`src/design/bbc_pkg.sv`:
```
// Shared types and constants for the bracket balance checker.
// No dependencies; used by every other file of the block.
package bbc_pkg;

   // Bracket kind held in each stack cell
   typedef enum logic [1:0] {
      KIND_ROUND  = 2'd0,
      KIND_SQUARE = 2'd1,
      KIND_CURLY  = 2'd2,
      KIND_NONE   = 2'd3
   } kind_type;

   // Verdict codes, also the sticky error codes
   typedef enum logic [2:0] {
      ERR_NONE     = 3'd0,
      ERR_KIND     = 3'd1,
      ERR_EMPTY    = 3'd2,
      ERR_UNCLOSED = 3'd3,
      ERR_OVERFLOW = 3'd4
   } err_type;

   // Character codes that matter
   localparam logic [7:0] CHAR_OPEN_ROUND   = 8'h28; // (
   localparam logic [7:0] CHAR_CLOSE_ROUND  = 8'h29; // )
   localparam logic [7:0] CHAR_OPEN_SQUARE  = 8'h5B; // [
   localparam logic [7:0] CHAR_CLOSE_SQUARE = 8'h5D; // ]
   localparam logic [7:0] CHAR_OPEN_CURLY   = 8'h7B; // {
   localparam logic [7:0] CHAR_CLOSE_CURLY  = 8'h7D; // }

   localparam int REQ_DATA_WIDTH = 8;
   localparam int RSP_DATA_WIDTH = 8;

   // Shift command broadcast from the control unit to the row of cells
   typedef struct packed {
      logic     push;
      logic     pop;
      kind_type kind;
   } stack_cmd_type;

endpackage

```
`src/design/bbc_cell.sv`:
```
// One stack cell: holds a bracket kind and shifts with its neighbors.
// Depends on bbc_pkg.
module bbc_cell (
   input  logic                  clock,
   input  bbc_pkg::stack_cmd_type cmd,
   input  bbc_pkg::kind_type     left_kind,   // from the cell nearer the top
   input  bbc_pkg::kind_type     right_kind,  // from the cell deeper down
   output bbc_pkg::kind_type     kind_out
);

   bbc_pkg::kind_type kind_ff;
   bbc_pkg::kind_type kind_in;

   always_comb begin
      kind_in = kind_ff;
      if (cmd.push) begin
         kind_in = left_kind;   // shift down on push
      end else if (cmd.pop) begin
         kind_in = right_kind;  // shift up on pop
      end
   end

   always_ff @(posedge clock) begin
      kind_ff <= kind_in;
   end

   assign kind_out = kind_ff;

endmodule

```
`src/design/bbc_ctrl.sv`:
```
// Control unit: decodes characters, tracks depth and sticky error, forms verdict.
// Depends on bbc_pkg.
module bbc_ctrl #(
   parameter int STACK_DEPTH = 128
) (
   input  logic                   clock,
   input  logic                   reset,
   input  logic                   accept,
   input  logic [7:0]             char_code,
   input  logic                   end_of_string,
   input  bbc_pkg::kind_type      top_kind,
   output bbc_pkg::stack_cmd_type cmd,
   output bbc_pkg::err_type       verdict
);

   localparam int DepthWidth = $clog2(STACK_DEPTH + 1);

   logic [DepthWidth-1:0] depth_ff, depth_in, depth_next;
   bbc_pkg::err_type      error_ff, error_in, error_next;
   bbc_pkg::kind_type     open_kind, close_kind;
   logic                  is_open, is_close, active, full, empty;

   always_comb begin
      open_kind  = bbc_pkg::KIND_NONE;
      close_kind = bbc_pkg::KIND_NONE;
      case (char_code)
         bbc_pkg::CHAR_OPEN_ROUND:   open_kind  = bbc_pkg::KIND_ROUND;
         bbc_pkg::CHAR_OPEN_SQUARE:  open_kind  = bbc_pkg::KIND_SQUARE;
         bbc_pkg::CHAR_OPEN_CURLY:   open_kind  = bbc_pkg::KIND_CURLY;
         bbc_pkg::CHAR_CLOSE_ROUND:  close_kind = bbc_pkg::KIND_ROUND;
         bbc_pkg::CHAR_CLOSE_SQUARE: close_kind = bbc_pkg::KIND_SQUARE;
         bbc_pkg::CHAR_CLOSE_CURLY:  close_kind = bbc_pkg::KIND_CURLY;
         default: ;
      endcase
   end

   assign is_open  = (open_kind != bbc_pkg::KIND_NONE);
   assign is_close = (close_kind != bbc_pkg::KIND_NONE);
   assign active   = accept && (error_ff == bbc_pkg::ERR_NONE);
   assign full     = (depth_ff == DepthWidth'(STACK_DEPTH));
   assign empty    = (depth_ff == '0);

   assign cmd.push = active && is_open && !full;
   assign cmd.pop  = active && is_close && !empty;
   assign cmd.kind = open_kind;

   always_comb begin
      error_next = error_ff;
      if (active) begin
         if (is_open && full) begin
            error_next = bbc_pkg::ERR_OVERFLOW;
         end else if (is_close && empty) begin
            error_next = bbc_pkg::ERR_EMPTY;
         end else if (is_close && (top_kind != close_kind)) begin
            error_next = bbc_pkg::ERR_KIND;
         end
      end
   end

   always_comb begin
      depth_next = depth_ff;
      if (cmd.push) begin
         depth_next = depth_ff + DepthWidth'(1);
      end else if (cmd.pop) begin
         depth_next = depth_ff - DepthWidth'(1);
      end
   end

   always_comb begin
      if (error_next != bbc_pkg::ERR_NONE) begin
         verdict = error_next;
      end else if (depth_next != '0) begin
         verdict = bbc_pkg::ERR_UNCLOSED;
      end else begin
         verdict = bbc_pkg::ERR_NONE;
      end
   end

   // Clear for the next string after the final character
   always_comb begin
      depth_in = depth_next;
      error_in = error_next;
      if (accept && end_of_string) begin
         depth_in = '0;
         error_in = bbc_pkg::ERR_NONE;
      end
   end

   always_ff @(posedge clock) begin
      if (reset) begin
         depth_ff <= '0;
         error_ff <= bbc_pkg::ERR_NONE;
      end else begin
         depth_ff <= depth_in;
         error_ff <= error_in;
      end
   end

endmodule

```
`src/design/bracket_balance_checker_core.sv`:
```
// Top level of the bracket balance checker: control unit, row of stack cells,
// output register. Depends on bbc_pkg, bbc_cell and bbc_ctrl.
//
// Usage:
//   A string arrives one character per beat on the req_ channel: req_tdata
//   carries the character byte and req_tlast marks its final character.
//   Opening brackets ( [ { push their kind, closing brackets pop and compare,
//   other bytes are ignored. The first error of a string sticks.
//   On the final character one beat leaves on the rsp_ channel with
//   matched in bit 0 and the reason code in bits 3:1 (0 ok, 1 wrong kind,
//   2 close on empty, 3 unclosed opens, 4 overflow).
//   Throughput: one character per cycle while no verdict is stalled on rsp_.
//   The stack is a row of STACK_DEPTH cells that all shift by one position in
//   the same cycle, so a push or pop is done together with its compare
//   against the top cell. The verdict is registered and appears on rsp_ the
//   cycle after the final character is accepted.
//   Stall: the output register holds the verdict while rsp_tready is low;
//   req_tready is high only while that register is empty or being drained,
//   so any character, final or not, waits while a verdict sits stalled.
//   Reset: synchronous, active high; clears depth, sticky error and the
//   output valid. The stack cells are not cleared (only pushed entries are
//   ever read), so no clearing pass is needed.
module bracket_balance_checker_core #(
   parameter int STACK_DEPTH = 128
) (
   input  logic                                clock,
   input  logic                                reset,
   input  logic                                req_tvalid,
   output logic                                req_tready,
   input  logic [bbc_pkg::REQ_DATA_WIDTH-1:0]  req_tdata,  // [7:0] char_code
   input  logic                                req_tlast,  // end_of_string
   output logic                                rsp_tvalid,
   input  logic                                rsp_tready,
   output logic [bbc_pkg::RSP_DATA_WIDTH-1:0]  rsp_tdata   // [0] matched, [3:1] fail_reason
);

   logic                   req_accept;
   bbc_pkg::stack_cmd_type cmd;
   bbc_pkg::err_type       verdict;
   bbc_pkg::kind_type      cell_kind [STACK_DEPTH];

   logic                   rsp_valid_ff, rsp_valid_in;
   logic [bbc_pkg::RSP_DATA_WIDTH-1:0] rsp_data_ff, rsp_data_in;

   // Take a beat whenever the output slot is free or being freed this cycle
   assign req_tready = !rsp_valid_ff || rsp_tready;
   assign req_accept = req_tvalid && req_tready;

   bbc_ctrl #(
      .STACK_DEPTH (STACK_DEPTH)
   ) u_ctrl (
      .clock         (clock),
      .reset         (reset),
      .accept        (req_accept),
      .char_code     (req_tdata[7:0]),
      .end_of_string (req_tlast),
      .top_kind      (cell_kind[0]),
      .cmd           (cmd),
      .verdict       (verdict)
   );

   // Stack as a shift row: cell 0 is the top, pushes shift toward the end
   for (genvar i = 0; i < STACK_DEPTH; i++) begin : g_cell
      bbc_pkg::kind_type left_kind, right_kind;
      if (i == 0) begin : g_top
         assign left_kind = cmd.kind;
      end else begin : g_mid_left
         assign left_kind = cell_kind[i-1];
      end
      if (i == STACK_DEPTH - 1) begin : g_bottom
         assign right_kind = cell_kind[i];
      end else begin : g_mid_right
         assign right_kind = cell_kind[i+1];
      end
      bbc_cell u_cell (
         .clock      (clock),
         .cmd        (cmd),
         .left_kind  (left_kind),
         .right_kind (right_kind),
         .kind_out   (cell_kind[i])
      );
   end

   // Output register: load on a final character, drop once taken
   always_comb begin
      rsp_valid_in = rsp_valid_ff && !rsp_tready;
      rsp_data_in  = rsp_data_ff;
      if (req_accept && req_tlast) begin
         rsp_valid_in = 1'b1;
         rsp_data_in  = {4'b0000, verdict, (verdict == bbc_pkg::ERR_NONE)};
      end
   end

   always_ff @(posedge clock) begin
      if (reset) begin
         rsp_valid_ff <= 1'b0;
      end else begin
         rsp_valid_ff <= rsp_valid_in;
      end
   end

   always_ff @(posedge clock) begin
      rsp_data_ff <= rsp_data_in;
   end

   assign rsp_tvalid = rsp_valid_ff;
   assign rsp_tdata  = rsp_data_ff;

endmodule

```
`config.mk`:
```
export PLATFORM = sky130hd
export DESIGN_NAME = bracket_balance_checker_core
export DESIGN_NICKNAME = d
export VERILOG_FILES = /design/src/design/bbc_pkg.sv /design/src/design/bbc_cell.sv /design/src/design/bbc_ctrl.sv /design/src/design/bracket_balance_checker_core.sv
export SDC_FILE = /design/constraint.sdc
export NUM_CORES = 1
export LEC_CHECK = 0
export BUFFER_PORTS_ARGS = -buffer_cell sky130_fd_sc_hd__buf_2
export CAP_MARGIN = 40
export CORE_MARGIN = 4
export CORE_UTILIZATION = 51
export DETAILED_ROUTE_END_ITERATION = 8
export PLACE_DENSITY_LB_ADDON = 0.2
export SETUP_SLACK_MARGIN = 0.2
export SYNTH_ARGS = -nofsm -noshare
export SYNTH_HDL_FRONTEND = slang
export SYNTH_SLANG_ARGS = --single-unit
```
`constraint.sdc`:
```
create_clock -name clock -period 16.91 [get_ports clock]
set_clock_uncertainty 0.15 [all_clocks]
set_input_delay 1.691 -clock clock [delete_from_list [all_inputs] [get_ports clock]]
set_output_delay 1.691 -clock clock [all_outputs]
set_load 0.01 [all_outputs]
```
Yosys cells after proc, flatten, opt, wreduce, memory -nomap -nowiden
Cells that the tools add are included.

storage, ports and cells
  flip-flop bits (word level) = 272
  output and inout bits = 10
  bits of input ports = 13
  word-level logic and storage cells = 432

operators by class
  equal/unequal tests = 10
  reductions and logical operators = 23
  mux-type cells = 265
  add/subtract/negate cells = 2

operators by type and width
  kind                                                                   count
  2-bit two-way mux                                                      255
  8-bit by 7-bit equality test with 1-bit output, second input constant  4
  8-bit by 6-bit equality test with 1-bit output, second input constant  2
  8-bit two-way mux                                                      2
  3-bit two-way mux                                                      5
  2-bit case mux with 3 select lines                                     2
  1-bit logical AND                                                      11
  8-bit by 1-bit adder with 8-bit output, second input constant          1
  8-bit equality test, second input constant                             1
  8-bit zero test                                                        1
  8-bit nonzero test                                                     1
  8-bit by 1-bit subtractor with 8-bit output, second input constant     1
  3-bit zero test                                                        2
  1-bit zero test                                                        4
  2-bit inequality test, second input constant                           2
  3-bit nonzero test                                                     1
  2-bit inequality test                                                  1
  2-bit nonzero test                                                     1
  2-bit OR reduction                                                     1
  1-bit logical OR                                                       1
  1-bit two-way mux                                                      1

Logic depth before layout (Yosys ltp)
Gate-level depths: netlist of the first run.

  word-level depth = 12
  depth in mapped cells = 12
  depth with buffers taken out = 10

Hierarchy
Synthesis of the first run repeated with hierarchy kept, for this count alone.

second synthesis, totals
  cells, all modules = 785
  area total of the unflattened synthesis = 12,613.3 µm²

modules (own cells, without submodules)
  module                        cells an instance  instances  area an instance (µm²)  seq. area each (µm²)
  bbc_cell                      5                  128        88.8                    60.1
  bbc_ctrl                      129                1          1,016.0                 220.2
  bracket_balance_checker_core  16                 1          226.5                   140.1

Worst setup path before layout of the first run
No wires, ideal clock.

  path type = input to register
  start = input port req_tdata[2] in the netlist's numbering
  end = register g_cell[0].u_cell.kind_ff[0], enable pin
  path slack = 7,911 ps
  buffers on the path = 0
  cell stages on the path = 4
  arrival = 8,223 ps
  required time = 16,133 ps
  setup time = 627 ps
  path through = or4b_2 a21oi_1 nand3_1 nand2_1

on the way
  longest elaborated chain between the ends = 6
  elaborated cells on any way between the ends = 15
  those cells by class = 8 x eq/ne; 2 x mux; 5 x reduce/logical

ends and longest elaborated chain
  element                                                                                                           RTL line                            RTL
  start, declared                                                                                                   bracket_balance_checker_core.sv:30  input logic [bbc_pkg::REQ_DATA_WIDTH-1:0] req_tdata,
  8-bit by 7-bit equality test with 1-bit output or 8-bit by 6-bit equality test with 1-bit output (tied branches)  bbc_ctrl.sv:26                      case (char_code)
  2-bit case mux with 3 select lines                                                                                bbc_ctrl.sv:26
  2-bit inequality test (on tied branches)                                                                          bbc_ctrl.sv:38, bbc_ctrl.sv:37
  1-bit logical AND (on tied branches) (2 in series)                                                                bbc_ctrl.sv:44, bbc_ctrl.sv:43
  2-bit nonzero test (no line) *                                                                                    -
  end signal, assigned                                                                                              bbc_cell.sv:24                      kind_ff <= kind_in;
  end, declared                                                                                                     bbc_cell.sv:11                      bbc_pkg::kind_type kind_ff;

Every way passes the cells marked *; elsewhere a longest branch is shown, timed or not.
A chain may end at the register's enable or synchronous reset.

Worst setup path in the final report of the first run
  start = input port req_tdata[5] in the netlist's numbering
  end = register g_cell[81].u_cell.kind_ff[1], data pin

on the way
  longest elaborated chain between the ends = 6
  elaborated cells on any way between the ends = 8
  those cells by class = 4 x eq/ne; 2 x mux; 2 x reduce/logical

ends and longest elaborated chain
  element                                                                                                           RTL line        RTL
  8-bit by 7-bit equality test with 1-bit output or 8-bit by 6-bit equality test with 1-bit output (tied branches)  bbc_ctrl.sv:26
  2-bit case mux with 3 select lines *                                                                              bbc_ctrl.sv:26
  2-bit inequality test *                                                                                           bbc_ctrl.sv:37  assign is_open = (open_kind != bbc_pkg::KIND_NONE);
  1-bit logical AND * (2 in series)                                                                                 bbc_ctrl.sv:43  assign cmd.push = active && is_open && !full;
  2-bit two-way mux *                                                                                               bbc_cell.sv:16  if (cmd.push) begin
  net g_cell[81].u_cell.kind_in[1]                                                                                  bbc_cell.sv:12  bbc_pkg::kind_type kind_in;
  end signal, assigned                                                                                              bbc_cell.sv:24
  end, declared                                                                                                     bbc_cell.sv:11

Mark *: on every way through the listed nets, which the timed path passes. The rest lies on a longest branch.

==> results of run 1 <==
-- through the flow --
stage	power [mW]	hold slack (ns)	util (%)	std cells	setup slack, ns
after floorplan	0.7545	0.2762	-	1215	7.911
after global placement	0.7575	0.3012	53.52	1488	11.41
after detailed placement	0.7580	0.2955	53.88	1491	11.57
after CTS	1.402	0.3165	58.09	1543	12.13
after global routing	1.433	0.3201	58.09	1543	11.84
final	1.385	0.3174	58.09	1543	12.20
-- final cells by class --
| class | count | area, sq um |
|---|---|---|
| clock buffers | 35 | 748.2 |
| clock inverters | 17 | 214.0 |
| fillers | 2003 | 9574 |
| inverters | 6 | 27.53 |
| multi-input cells | 871 | 3611 |
| flip-flops and latches | 272 | 8048 |
| well taps | 313 | 391.6 |
| repair buffers | 29 | 232.7 |
-- sequential cells by signal, indices dropped and copies added, names as in the netlist --
name	count
rsp_tdata	4
u_ctrl.depth_ff	8
u_ctrl.error_ff	3
rsp_tvalid	1
g_cell.u_cell.kind_out	256
-- cells in the mapped netlist (2+ instances only) --
| master | count | share of area, % |
|---|---|---|
| a2bb2oi_1 | 2 | 0.15 |
| o21ai_0 | 3 | 0.13 |
| nand3_1 | 9 | 0.38 |
| and3_1 | 3 | 0.16 |
| nor2_1 | 18 | 0.57 |
| xor2_1 | 3 | 0.22 |
| o31ai_1 | 2 | 0.13 |
| buf_6 | 2 | 0.19 |
| a21oi_1 | 7 | 0.29 |
| nor3_1 | 8 | 0.34 |
| inv_1 | 5 | 0.16 |
| ha_1 | 2 | 0.21 |
| buf_4 | 5 | 0.31 |
| nor3b_1 | 2 | 0.13 |
| nand2b_1 | 3 | 0.16 |
| xnor2_1 | 4 | 0.29 |
| dfxtp_1 | 12 | 2.0 |
| nor2b_1 | 3 | 0.16 |
| mux2i_1 | 2 | 0.17 |
| nand2_1 | 764 | 24 |
| nand4_1 | 3 | 0.16 |
| buf_2 | 2 | 0.084 |
| edfxtp_1 | 260 | 65 |
| a32o_1 | 2 | 0.17 |
| clkbuf_1 | 57 | 1.8 |
-- worst register-to-register path, cell delays in order (launching register included) --
cell and delay, ns:
dfxtp_1 0.37, inv_1 0.11, ha_1 0.19, or4b_4 0.50, nor4b_4 0.28, or4_4 0.23
buf_4 0.68, buf_4 0.78, buf_4 0.82, nand2_1 0.19, nand2_1 0.11
-- layout by cell type, fill, tap and decap left out, types with 3 or more instances in the layout --
cell type,synthesis,final
nand2_1,764,763
nor2b_1,3,3
bufinv_16,0,5
dfxtp_1,12,12
xor2_1,3,3
nand2b_1,3,3
and3_1,3,3
nand3_1,9,9
nand4_1,3,3
buf_4,5,8
xnor2_1,4,4
nor3_1,8,8
clkbuf_1,57,6
clkinv_1,0,4
o21ai_0,3,3
clkinv_2,0,5
inv_1,5,5
conb_1,1,4
edfxtp_1,260,260
a21oi_1,7,7
buf_2,2,18
nor2_1,18,18
clkbuf_16,0,29
buf_16,0,3
-- final timing paths --
| check | start | slack, ns | end | cells past startpoint |
|---|---|---|---|---|
| setup / recovery | req_tdata[5] | 12.20 | g_cell[81].u_cell.kind_out[1] | 9 |
| hold / removal | g_cell[126].u_cell.kind_out[1] | 0.32 | g_cell[127].u_cell.kind_out[1] | 0 |
| setup reg to reg | u_ctrl.depth_ff[0] | 12.36 | g_cell[81].u_cell.kind_out[1] | 10 |
| hold reg to reg | g_cell[126].u_cell.kind_out[1] | 0.32 | g_cell[127].u_cell.kind_out[1] | 0 |
-- layer usage --
metal  wire (microns)  track usage, %  share of wire [%]  vias to the layer above
li1                 -               -                  -                     3960
met1             9798           23.25                 49                     3664
met2             9049           24.02                 45                      115
met3              747           2.373                3.7                       35
met4              383           4.071                1.9                        0
met5                0               0                  0                        -
-- kinds of logic (layout without fill, tap and decap cells) --
family                     count (synthesis)  after routing  synth area share, %
muxes                                      2              2               0.1676
xor gates and xnor gates                   7              7               0.5133
DFF                                      272            272                67.37
other                                      1              4              0.03139
buffers and inverters                     72             87                2.587
adders and majority gates                  2              2               0.2095
AOI/OAI and AO/OA                         30             30                1.886
and+or+nand+nor                          826            826                27.23
-- power groups by stage --
| stage | clock network (mW) | registers [mW] | logic, mW |
|---|---|---|---|
| 3_3_place_gp | 0 | 0.744 | 0.0134 |
| 2_1_floorplan | 0 | 0.745 | 0.00956 |
| 4_1_cts | 0.659 | 0.730 | 0.0140 |
| 6_report | 0.641 | 0.730 | 0.0139 |
| 3_5_place_dp | 0 | 0.744 | 0.0139 |
| 5_1_grt | 0.688 | 0.729 | 0.0158 |
==> results.md, run 1 <==
- Worst vdd ir: 77.26 uV
- Leak: 4.927 nW
- Design area: 13270 sq um
- Slew Viols, Final: 0
- TritonCTS clock tree: yes
- CTS resizes: 0
- Drt total wl: 19.98 mm
- Dominant synthesized flop cell: edfxtp_1
- Die area: 25930 sq um
- CTS max path bufs: 3
- Die extent in y: 161.0 microns
- Hold_buf cts: 0
- Crit end category: flop
- EDFF count, synth: 260
- Slowest CP cell: buf_4
- Final Hold Violating Endpoints: 0
- Worst EP arrival: 4.95 ns
- Yosys Warn Count: 0
- Minimum clock period: 4.708 ns
- Gr usage total: 15.51%
- Post-DRT Antenna Nets: 0
- Post-DP HPWL: 11.16 mm
- Top-level I/O count: 23
- Number of DRC markers in iteration 0: 769
- Initial antenna violation count: 0
- First-pass DRT Iterations: 5
- Hold Crit Class: flop to flop
- Outcome: complete, no violations
- Clock share of power: 46.3%
- Layout cells sized above 1: 6.667%
- Max Clk Rate: 212.4 MHz
- Register area share after synthesis: 67.37%
- Core area: 22850 sq um
- N_diodes: 0
- Unrepaired setup endpoints after global routing: false
- Biggest cell delay along the critical path: 0.79 ns
- Root Driver: clkbuf_16
- Cells after Synth: 1212
- Combinational Power Share: 1.0%
- CP max FO: 87
- CP cell instances: buf_2 -> nor3b_1 -> a2bb2oi_1 -> or4_4 -> buf_4 -> buf_4 -> buf_4 -> nand2_1 -> nand2_1
- Most used cell, CP: buf_4
- Post-synth ARST share: 0%
- Area delta synth->final: 11.11%
- Fin crit share: 27.84%
- P_sw: 0.2612 mW
- Vias in the first global route: 7459
- Internal Power: 1.124 mW
- Initial Util: 52.28%
- CP Buf/Inv Count: 4
- Post-placement cell area: 12310 sq um
- FF+latch count, synth: 272
- Syn Std Cell Area: 11950 sq um
- Num Clock Sinks: 272
- Setup CP Type: input port to flop
- First-pass GRT wire length: 34.80 mm
- Nets@finish: 1223
- Largest delay share family, worst path: buffers and inverters
- Setup Buffers After CTS: 0
- Max Cap Viol: 0
- GP Congestion: 0.7751
- Data required time of the worst path: 17.16 ns
- Fin Setup TNS: 0 ns
- Nature of the critical path startpoint: input port
- Clock transition at path regs: 0.06 ns
- Num CTS Buffers: 28
- Grt ovf: 0
- Worst relative slew slack: 43.37%
- Pwr Density: 104.3 nW/um^2
- Sw Share: 18.86%
- Clock network latency to the later pin of the worst-skew pair: 0.53 ns
- Setup Viol. Count Final: 0
- Largest net degree at the start of global routing: 93
- Post-synth cell types: 54
- Syn_area_per_cell: 9.856 sq um
- Actual slew at the worst max-slew pin: 0.8495 ns
- Via density: 5.038
- Std cell rows: 55
- DR vias: 7774
- Htree depth: 1
- Post-route DRC: 0
- WL per Instance: 12.95 microns
- Port Buffers: 18
- Seq pwr share: 52.7%
- Width of the die: 161.0 microns
Note: power is estimated with default switching activity, not from simulation.
==> run 2, diff against run 1 <==
--- a/config.mk
+++ b/config.mk
@@ -5,6 +5,7 @@
 export SDC_FILE = /design/constraint.sdc
 export NUM_CORES = 1
 export LEC_CHECK = 0
+export ABC_AREA = 1
 export BUFFER_PORTS_ARGS = -buffer_cell sky130_fd_sc_hd__buf_2
 export CAP_MARGIN = 40
 export CORE_MARGIN = 4
==> constraint.sdc (replaced) <==
create_clock -name clock -period 4 [get_ports clock]
set_clock_uncertainty 0.15 [all_clocks]
set_input_delay 0.4 -clock clock [delete_from_list [all_inputs] [get_ports clock]]
set_output_delay 0.4 -clock clock [all_outputs]
set_load 0.01 [all_outputs]
==> run 2 against run 1 <==
Combinational power grew to 4.5 times the previous value. Sequential power grew to 4.2 times the previous value. Wire length shrank 2.0%. Global-route usage shrank 0.46 points. Clock-buffer cell count grew 3. Largest cell class unchanged. Largest power group unchanged.
==> results.md, run 2 <==
- Via density: 4.952 (was 5.038)
- Max Cap Viol: 0 (unchanged)
- Hold_buf cts: 1 (was 0)
- Commonest non-fill, non-tap cell in the layout: nand2_1 (unchanged)
- Yosys Warn Count: 0 (unchanged)
- Hold slack: 0.04226 ns (was 0.3174 ns)
- Fin Setup TNS: 0 ns (unchanged)
- Worst relative slew slack: 44.71% (was 43.37%)
- Post-DP HPWL: 11.11 mm (was 11.16 mm)
- Post-synth cell types: 31 (was 54)
- Nature of the critical path startpoint: flop (was input port)
- Pwr Density: 451.8 nW/um^2 (was 104.3 nW/um^2)
- Die extent in y: 161.7 microns (was 161.0 microns)
- Hold Crit Class: input port to flop (was flop to flop)
- Num CTS Buffers: 29 (was 28)
- Largest net degree at the start of global routing: 149 (was 93)
- Hold_sp: req_tlast (was g_cell[126].u_cell.kind_out[1])
- Outcome: complete, no violations (unchanged)
- CTS resizes: 0 (unchanged)
- Critical Path Sink: rsp_tdata[1] (was g_cell[81].u_cell.kind_out[1])
- Top-level I/O count: 23 (unchanged)
- Register area share after synthesis: 66.83% (was 67.37%)
- Post-route DRC: 0 (unchanged)
- Synth area leader: edfxtp_1 (unchanged)
- Nets@finish: 1232 (was 1223)
- Die area: 26130 sq um (was 25930 sq um)
- CTS max path bufs: 3 (unchanged)
- Layout cells sized above 1: 7.587% (was 6.667%)
- First-pass GRT wire length: 33.75 mm (was 34.80 mm)
- Post-synth ARST share: 0% (unchanged)
- Synth top area cells: edfxtp_1, nand2_1, o21ai_0 (was edfxtp_1, nand2_1, dfxtp_1)
- Max reg flops: 256 (unchanged)
- TritonCTS clock tree: yes (unchanged)
- Max Clk Rate: 338.2 MHz
- Minimum clock period: 2.957 ns
- Final Hold Violating Endpoints: 0 (unchanged)
- Most used cell, CP: nand2_1 (was buf_4)
- Fillers: 1926 (was 2003)
- Cells after Synth: 1216 (was 1212)
- CP cell instances: inv_1 -> ha_1 -> nand2_2 -> nor2_4 -> nor2_4 -> nand2_8 -> inv_6 -> nand2_1 -> nand3_1 -> nand2_1 -> nor2_1 -> nand3_1 -> nand2_1 -> nand2_1 (was buf_2 -> nor3b_1 -> a2bb2oi_1 -> or4_4 -> buf_4 -> buf_4 -> buf_4 -> nand2_1 -> nand2_1)
- Worst Setup SP: u_ctrl.depth_ff[1] (was req_tdata[5])
- Htree depth: 1 (unchanged)
- Clock transition at path regs: 0.06 ns (about the same)
- Num Clock Sinks: 272 (unchanged)
- Setup CP Type: flop to flop (was input port to flop)
- Width of the die: 161.7 microns (was 161.0 microns)
- Number of DRC markers in iteration 0: 689 (was 769)
- Actual slew at the worst max-slew pin: 0.8293 ns (was 0.8495 ns)
- Fin crit share: 73.92%
- FF+latch count, synth: 272 (unchanged)
- Seq. cell area: 8048 sq um (unchanged)
- Setup Buffers After CTS: 0 (unchanged)
- Core area: 22920 sq um (was 22850 sq um)
- Drt total wl: 19.59 mm (was 19.98 mm)
- Dominant synthesized flop cell: edfxtp_1 (unchanged)
- WL per Instance: 12.62 microns (was 12.95 microns)
- R2R Setup Slk: 1.04 ns (was 12.36 ns)
- Most frequent cell after synthesis: nand2_1 (unchanged)
- N_diodes: 0 (unchanged)
- Slew Viols, Final: 0 (unchanged)
- Biggest cell delay along the critical path: 0.49 ns (was 0.79 ns)
- Initial antenna violation count: 0 (unchanged)
- Setup Viol. Count Final: 0 (unchanged)
- Worst r2r src: u_ctrl.depth_ff[1] (was u_ctrl.depth_ff[0])
- Data required time of the worst path: 4.13 ns (was 17.16 ns)
- Crit Reg-Reg Endpoint: rsp_tdata[1] (was g_cell[81].u_cell.kind_out[1])
- Gr usage total: 15.06% (was 15.51%)
- EDFF count, synth: 260 (unchanged)
- Crit end category: flop (unchanged)
- Area delta synth->final: 11.63% (was 11.11%)
- Grt ovf: 0 (unchanged)
- Post-DRT Antenna Nets: 0 (unchanged)
- Synth cell count leaders: nand2_1, edfxtp_1, o21ai_0 (was nand2_1, edfxtp_1, clkbuf_1)
- Multi-input logic area: 3298 sq um (was 3611 sq um)
- Share of the synthesized area in the top cell type: 64.84% (was 65.36%)
- Vias in the first global route: 7258 (was 7459)
- Worst vdd ir: 505.3 uV (was 77.26 uV)
- Syn_area_per_cell: 9.903 sq um (was 9.856 sq um)
- GP Congestion: 0.7882 (was 0.7751)
- Cells on worst reg2reg path: 14 (was 10)
- DR vias: 7685 (was 7774)
- Slowest CP cell: inv_6 (was buf_4)
- First-pass DRT Iterations: 5 (unchanged)
- Worst EP arrival: 3.09 ns (was 4.95 ns)
- Std cell rows: 55 (unchanged)
- Commonest cells after routing, fill and taps aside: nand2_1, edfxtp_1, o21ai_0 (was nand2_1, edfxtp_1, clkbuf_16)
- Unrepaired setup endpoints after global routing: false (unchanged)
- Syn Std Cell Area: 12040 sq um (was 11950 sq um)
- Leak: 5.479 nW (was 4.927 nW)
- CP max FO: 69 (was 87)
- Port Buffers: 18 (unchanged)
- Root Driver: clkbuf_16 (unchanged)
- Initial Util: 52.55% (was 52.28%)
- Clock network latency to the later pin of the worst-skew pair: 0.53 ns (about the same)
[run 2: cell types whose count changed after synthesis, moves of 4 or more]
cell / delta
nor2_1: +7
clkbuf_1: -44
xnor2_1: -4
nor2_4: +4
nor3_1: -7
nand2_2: +4
o21ai_0: +140
nand3_1: +8
nand2_1: -219
inv_1: +102
buf_2: +39
[run 2: cells by family (layout without fill, tap and decap cells)]
kind of cell,after synthesis,count (layout),share of synthesized area [%]
AOI/OAI and AO/OA,154,154,6.463
xor gates and xnor gates,5,5,0.3637
adders and majority gates,2,2,0.2078
buffers and inverters,171,191,5.985
DFF,272,272,66.83
other,1,4,0.03114
and+or+nand+nor,611,611,20.12
[run 2: worst min path at each step]
| stage | end | slack (ns) | depth (start not counted) |
|---|---|---|---|
| 2_1_floorplan | g_cell[127].u_cell.kind_out[0] | 0.28 | 0 |
| 3_3_place_gp | g_cell[127].u_cell.kind_out[0] | 0.29 | 0 |
| 3_5_place_dp | g_cell[127].u_cell.kind_out[0] | 0.28 | 0 |
| 4_1_cts | rsp_tvalid | 0.03 | 5 |
| 5_1_grt | rsp_tvalid | 0.06 | 5 |
| 6_report | rsp_tvalid | 0.04 | 5 |
[run 2: final cells by class]
| type | instances | share of cell area, % |
|---|---|---|
| clock buffer | 38 | 5.874 |
| clock inverter | 15 | 2.020 |
| inverter | 110 | 3.109 |
| multi-input combinational | 776 | 24.54 |
| sequential | 272 | 59.87 |
| tap | 313 | 2.914 |
| timing repair buffer | 28 | 1.676 |
[run 2: worst max-delay path, delay by kind of cell, from the launching register on]
family / cells / cell delay [ns]
fa+ha+maj: 1 / 0.25
buf+inv: 2 / 0.56
flops: 1 / 0.41
simple gates: 11 / 1.29
[run 2: where the power goes]
part / total (mW) / switching [mW] / internal, mW
Clock: 2.92 / 1.07 / 1.84
Combinational: 0.0628 / 0.0429 / 0.0198
Sequential: 3.09 / 0.00429 / 3.09
Total: 6.07 / 1.12 / 4.95
[run 2: stage by stage]
stage | power, mW | instances | utilization (%) | worst slack [ns] | area [sq um]
after floorplan | 3.199 | 1219 | - | 0.9193 | 12070
after global placement | 3.215 | 1497 | 53.86 | 1.069 | 12340
after detailed placement | 3.217 | 1498 | 53.98 | 0.9806 | 12370
after CTS | 6.146 | 1552 | 58.66 | 1.080 | 13440
after global routing | 6.268 | 1552 | 58.66 | 0.7525 | 13440
final | 6.072 | 1552 | 58.66 | 1.043 | 13440
[run 2: metal layers]
metal / up-vias / wire length [microns] / share of wire, % / track usage [%]
met1: 3567 / 9762 / 50 / 22.65
met4: 0 / 495 / 2.5 / 4.575
met5: - / 0 / 0 / 0
met2: 111 / 8706 / 44 / 22.93
li1: 3968 / - / - / -
met3: 39 / 622 / 3.2 / 2.284
==> run 3, diff against run 2 <==
==> constraint.sdc (replaced) <==
create_clock -name clock -period 3.05 [get_ports clock]
set_clock_uncertainty 0.15 [all_clocks]
set_input_delay 0.305 -clock clock [delete_from_list [all_inputs] [get_ports clock]]
set_output_delay 0.305 -clock clock [all_outputs]
set_load 0.01 [all_outputs]
==> run 3 against run 2 <==
Maximum frequency up 20%. Clock power up 24%. Largest cell class unchanged. Flip-flop and latch count unchanged. Critical endpoint unchanged. Die area unchanged. Total power up 28%. Register-to-register slack worse by 0.45 ns. Critical path type unchanged. Largest power group unchanged. Combinational power up 32%. Sequential power up 31%. Sequential share of layout area up 0.22 points. Via count down 0.35%. Critical path depth down 1.
==> results.md, run 3 (synthesis results as in run 2) <==
- Outcome: complete, no violations (unchanged)
- WL per Instance: 12.49 microns (was 12.62 microns)
- First-pass GRT wire length: 33.47 mm (was 33.75 mm)
- Max reg flops: 256 (unchanged)
- Post-DP HPWL: 10.84 mm (was 11.11 mm)
- Actual slew at the worst max-slew pin: 0.7348 ns (was 0.8293 ns)
- Worst Setup SP: u_ctrl.depth_ff[1] (unchanged)
- N_diodes: 0 (unchanged)
- CP max FO: 30 (was 69)
- GP Congestion: 0.8154 (was 0.7882)
- Width of the die: 161.7 microns (unchanged)
- Post-route DRC: 0 (unchanged)
- Crit end category: flop (unchanged)
- Nature of the critical path startpoint: flop (unchanged)
- Setup Buffers After CTS: 0 (unchanged)
- Worst vdd ir: 405.7 uV (was 505.3 uV)
- Setup Viol. Count Final: 0 (unchanged)
- DR vias: 7658 (was 7685)
- Gr usage total: 14.88% (was 15.06%)
- Core area: 22920 sq um (unchanged)
- Num Clock Sinks: 272 (unchanged)
- TritonCTS clock tree: yes (unchanged)
- Top-level I/O count: 23 (unchanged)
- Root Driver: clkbuf_16 (unchanged)
- Drt total wl: 19.37 mm (was 19.59 mm)
- Minimum clock period: 2.456 ns (was 2.957 ns)
- Initial antenna violation count: 0 (unchanged)
- Commonest cells after routing, fill and taps aside: nand2_1, edfxtp_1, o21ai_0 (unchanged)
- Leak: 5.458 nW (was 5.479 nW)
- Critical Path Sink: rsp_tdata[1] (unchanged)
- Place WS: 0.5500 ns (was 0.9806 ns)
- Post-DRT Antenna Nets: 0 (unchanged)
- Setup CP Type: flop to flop (unchanged)
- Clock network latency to the later pin of the worst-skew pair: 0.53 ns (about the same)
- Worst relative slew slack: 51.02% (was 44.71%)
- Worst EP arrival: 2.59 ns (was 3.09 ns)
- Slew Viols, Final: 0 (unchanged)
- Clock transition at path regs: 0.06 ns (about the same)
- Number of DRC markers in iteration 0: 756 (was 689)
- Area delta synth->final: 11.25% (was 11.63%)
- Port Buffers: 18 (unchanged)
- Cells on worst reg2reg path: 13 (was 14)
- Nets@finish: 1231 (was 1232)
- Hold Crit Class: input port to flop (unchanged)
- First-pass DRT Iterations: 5 (unchanged)
- Largest net degree at the start of global routing: 169 (was 149)
- Fin crit share: 80.53% (was 73.92%)
- Crit Reg-Reg Endpoint: rsp_tdata[1] (unchanged)
- CTS max path bufs: 3 (unchanged)
- Htree depth: 1 (unchanged)
- Std cell rows: 55 (unchanged)
- Setup WS post-layout: 0.5939 ns (was 1.043 ns)
- Die area: 26130 sq um (unchanged)
- Data required time of the worst path: 3.18 ns (was 4.13 ns)
- Max Clk Rate: 407.2 MHz (was 338.2 MHz)
- CTS resizes: 0 (unchanged)
- Grt ovf: 0 (unchanged)
- Pwr Density: 578.9 nW/um^2 (was 451.8 nW/um^2)
- Num CTS Buffers: 28 (was 29)
- R2R Setup Slk: 0.59 ns (was 1.04 ns)
- Die extent in y: 161.7 microns (unchanged)
- Commonest non-fill, non-tap cell in the layout: nand2_1 (unchanged)
- Max Cap Viol: 0 (unchanged)
- Unrepaired setup endpoints after global routing: false (unchanged)
- Worst r2r src: u_ctrl.depth_ff[1] (unchanged)
- Vias in the first global route: 7155 (was 7258)
- Final Hold Violating Endpoints: 0 (unchanged)
- Via density: 4.937 (was 4.952)
- Layout cells sized above 1: 7.512% (was 7.587%)
- Initial Util: 52.55% (unchanged)
- Fin Setup TNS: 0 ns (unchanged)
-- run 3: worst max-delay path, cell delays in order (launching register included) --
cell and delay (ns):
dfxtp_2 0.37, inv_2 0.05, ha_4 0.17, nand2_4 0.09, nor2_4 0.05, nor2_4 0.18, nand2_8 0.17, nand2_8 0.28
xor2_1 0.24, nand2_1 0.07, nor2_1 0.12, nand3_1 0.11, nand2_1 0.09, nand2_1 0.05
-- run 3: report_power, final --
group	leakage [nW]	internal, mW	total, mW	switching, mW
logic	2.55	0.0271	0.0828	0.0557
registers	2.44	4.05	4.06	0.00526
clock network	0.476	2.23	3.62	1.38
-- run 3: through the flow --
| stage | util [%] | std cells | area [sq um] | total power, mW | hold WS [ns] |
|---|---|---|---|---|---|
| floorplan | - | 1219 | 12090 | 4.196 | 0.2768 |
| global route | 58.46 | 1551 | 13400 | 8.019 | 0.08451 |
| CTS | 58.46 | 1551 | 13400 | 7.855 | 0.03613 |
| global placement | 54.08 | 1497 | 12390 | 4.215 | 0.2834 |
| detailed placement | 54.08 | 1497 | 12390 | 4.217 | 0.2972 |
| finish | 58.46 | 1551 | 13400 | 7.756 | 0.05251 |
-- run 3: layout make-up --
class	count	area, sq um
Clock buffer	33	740.7
Clock inverter	19	242.7
Fill cell	1915	9519
Inverter	110	417.9
Multi-Input combinational cell	776	3321
Sequential cell	272	8050
Tap cell	313	391.6
Timing Repair Buffer	28	232.7
-- run 3: how the worst min path moves through the flow --
stage	from	to	slack, ns	cells after the start
3_5_place_dp	g_cell[126].u_cell.kind_out[1]	g_cell[127].u_cell.kind_out[1]	0.30	0
5_1_grt	req_tlast	rsp_tdata[3]	0.08	3
6_report	req_tlast	rsp_tdata[3]	0.05	3
2_1_floorplan	g_cell[126].u_cell.kind_out[0]	g_cell[127].u_cell.kind_out[0]	0.28	0
3_3_place_gp	g_cell[126].u_cell.kind_out[1]	g_cell[127].u_cell.kind_out[1]	0.28	0
4_1_cts	req_tlast	rsp_tdata[3]	0.04	3
-- run 3: routing by layer --
layer  global-route usage [%]  vias up  part of all wire (%)
met5                        0        -                     0
met3                    2.208       36                   3.5
met4                    4.114        0                   2.4
met1                    22.52     3543                    50
li1                         -     3971                     -
met2                    22.74      108                    44
-- run 3: what timing repair did --
action | 4_1_cts | 5_1_grt
hold buffers | 2 | 0
endpoints found under the hold margin | 1 | 0
endpoints found under the setup margin | 0 | 0
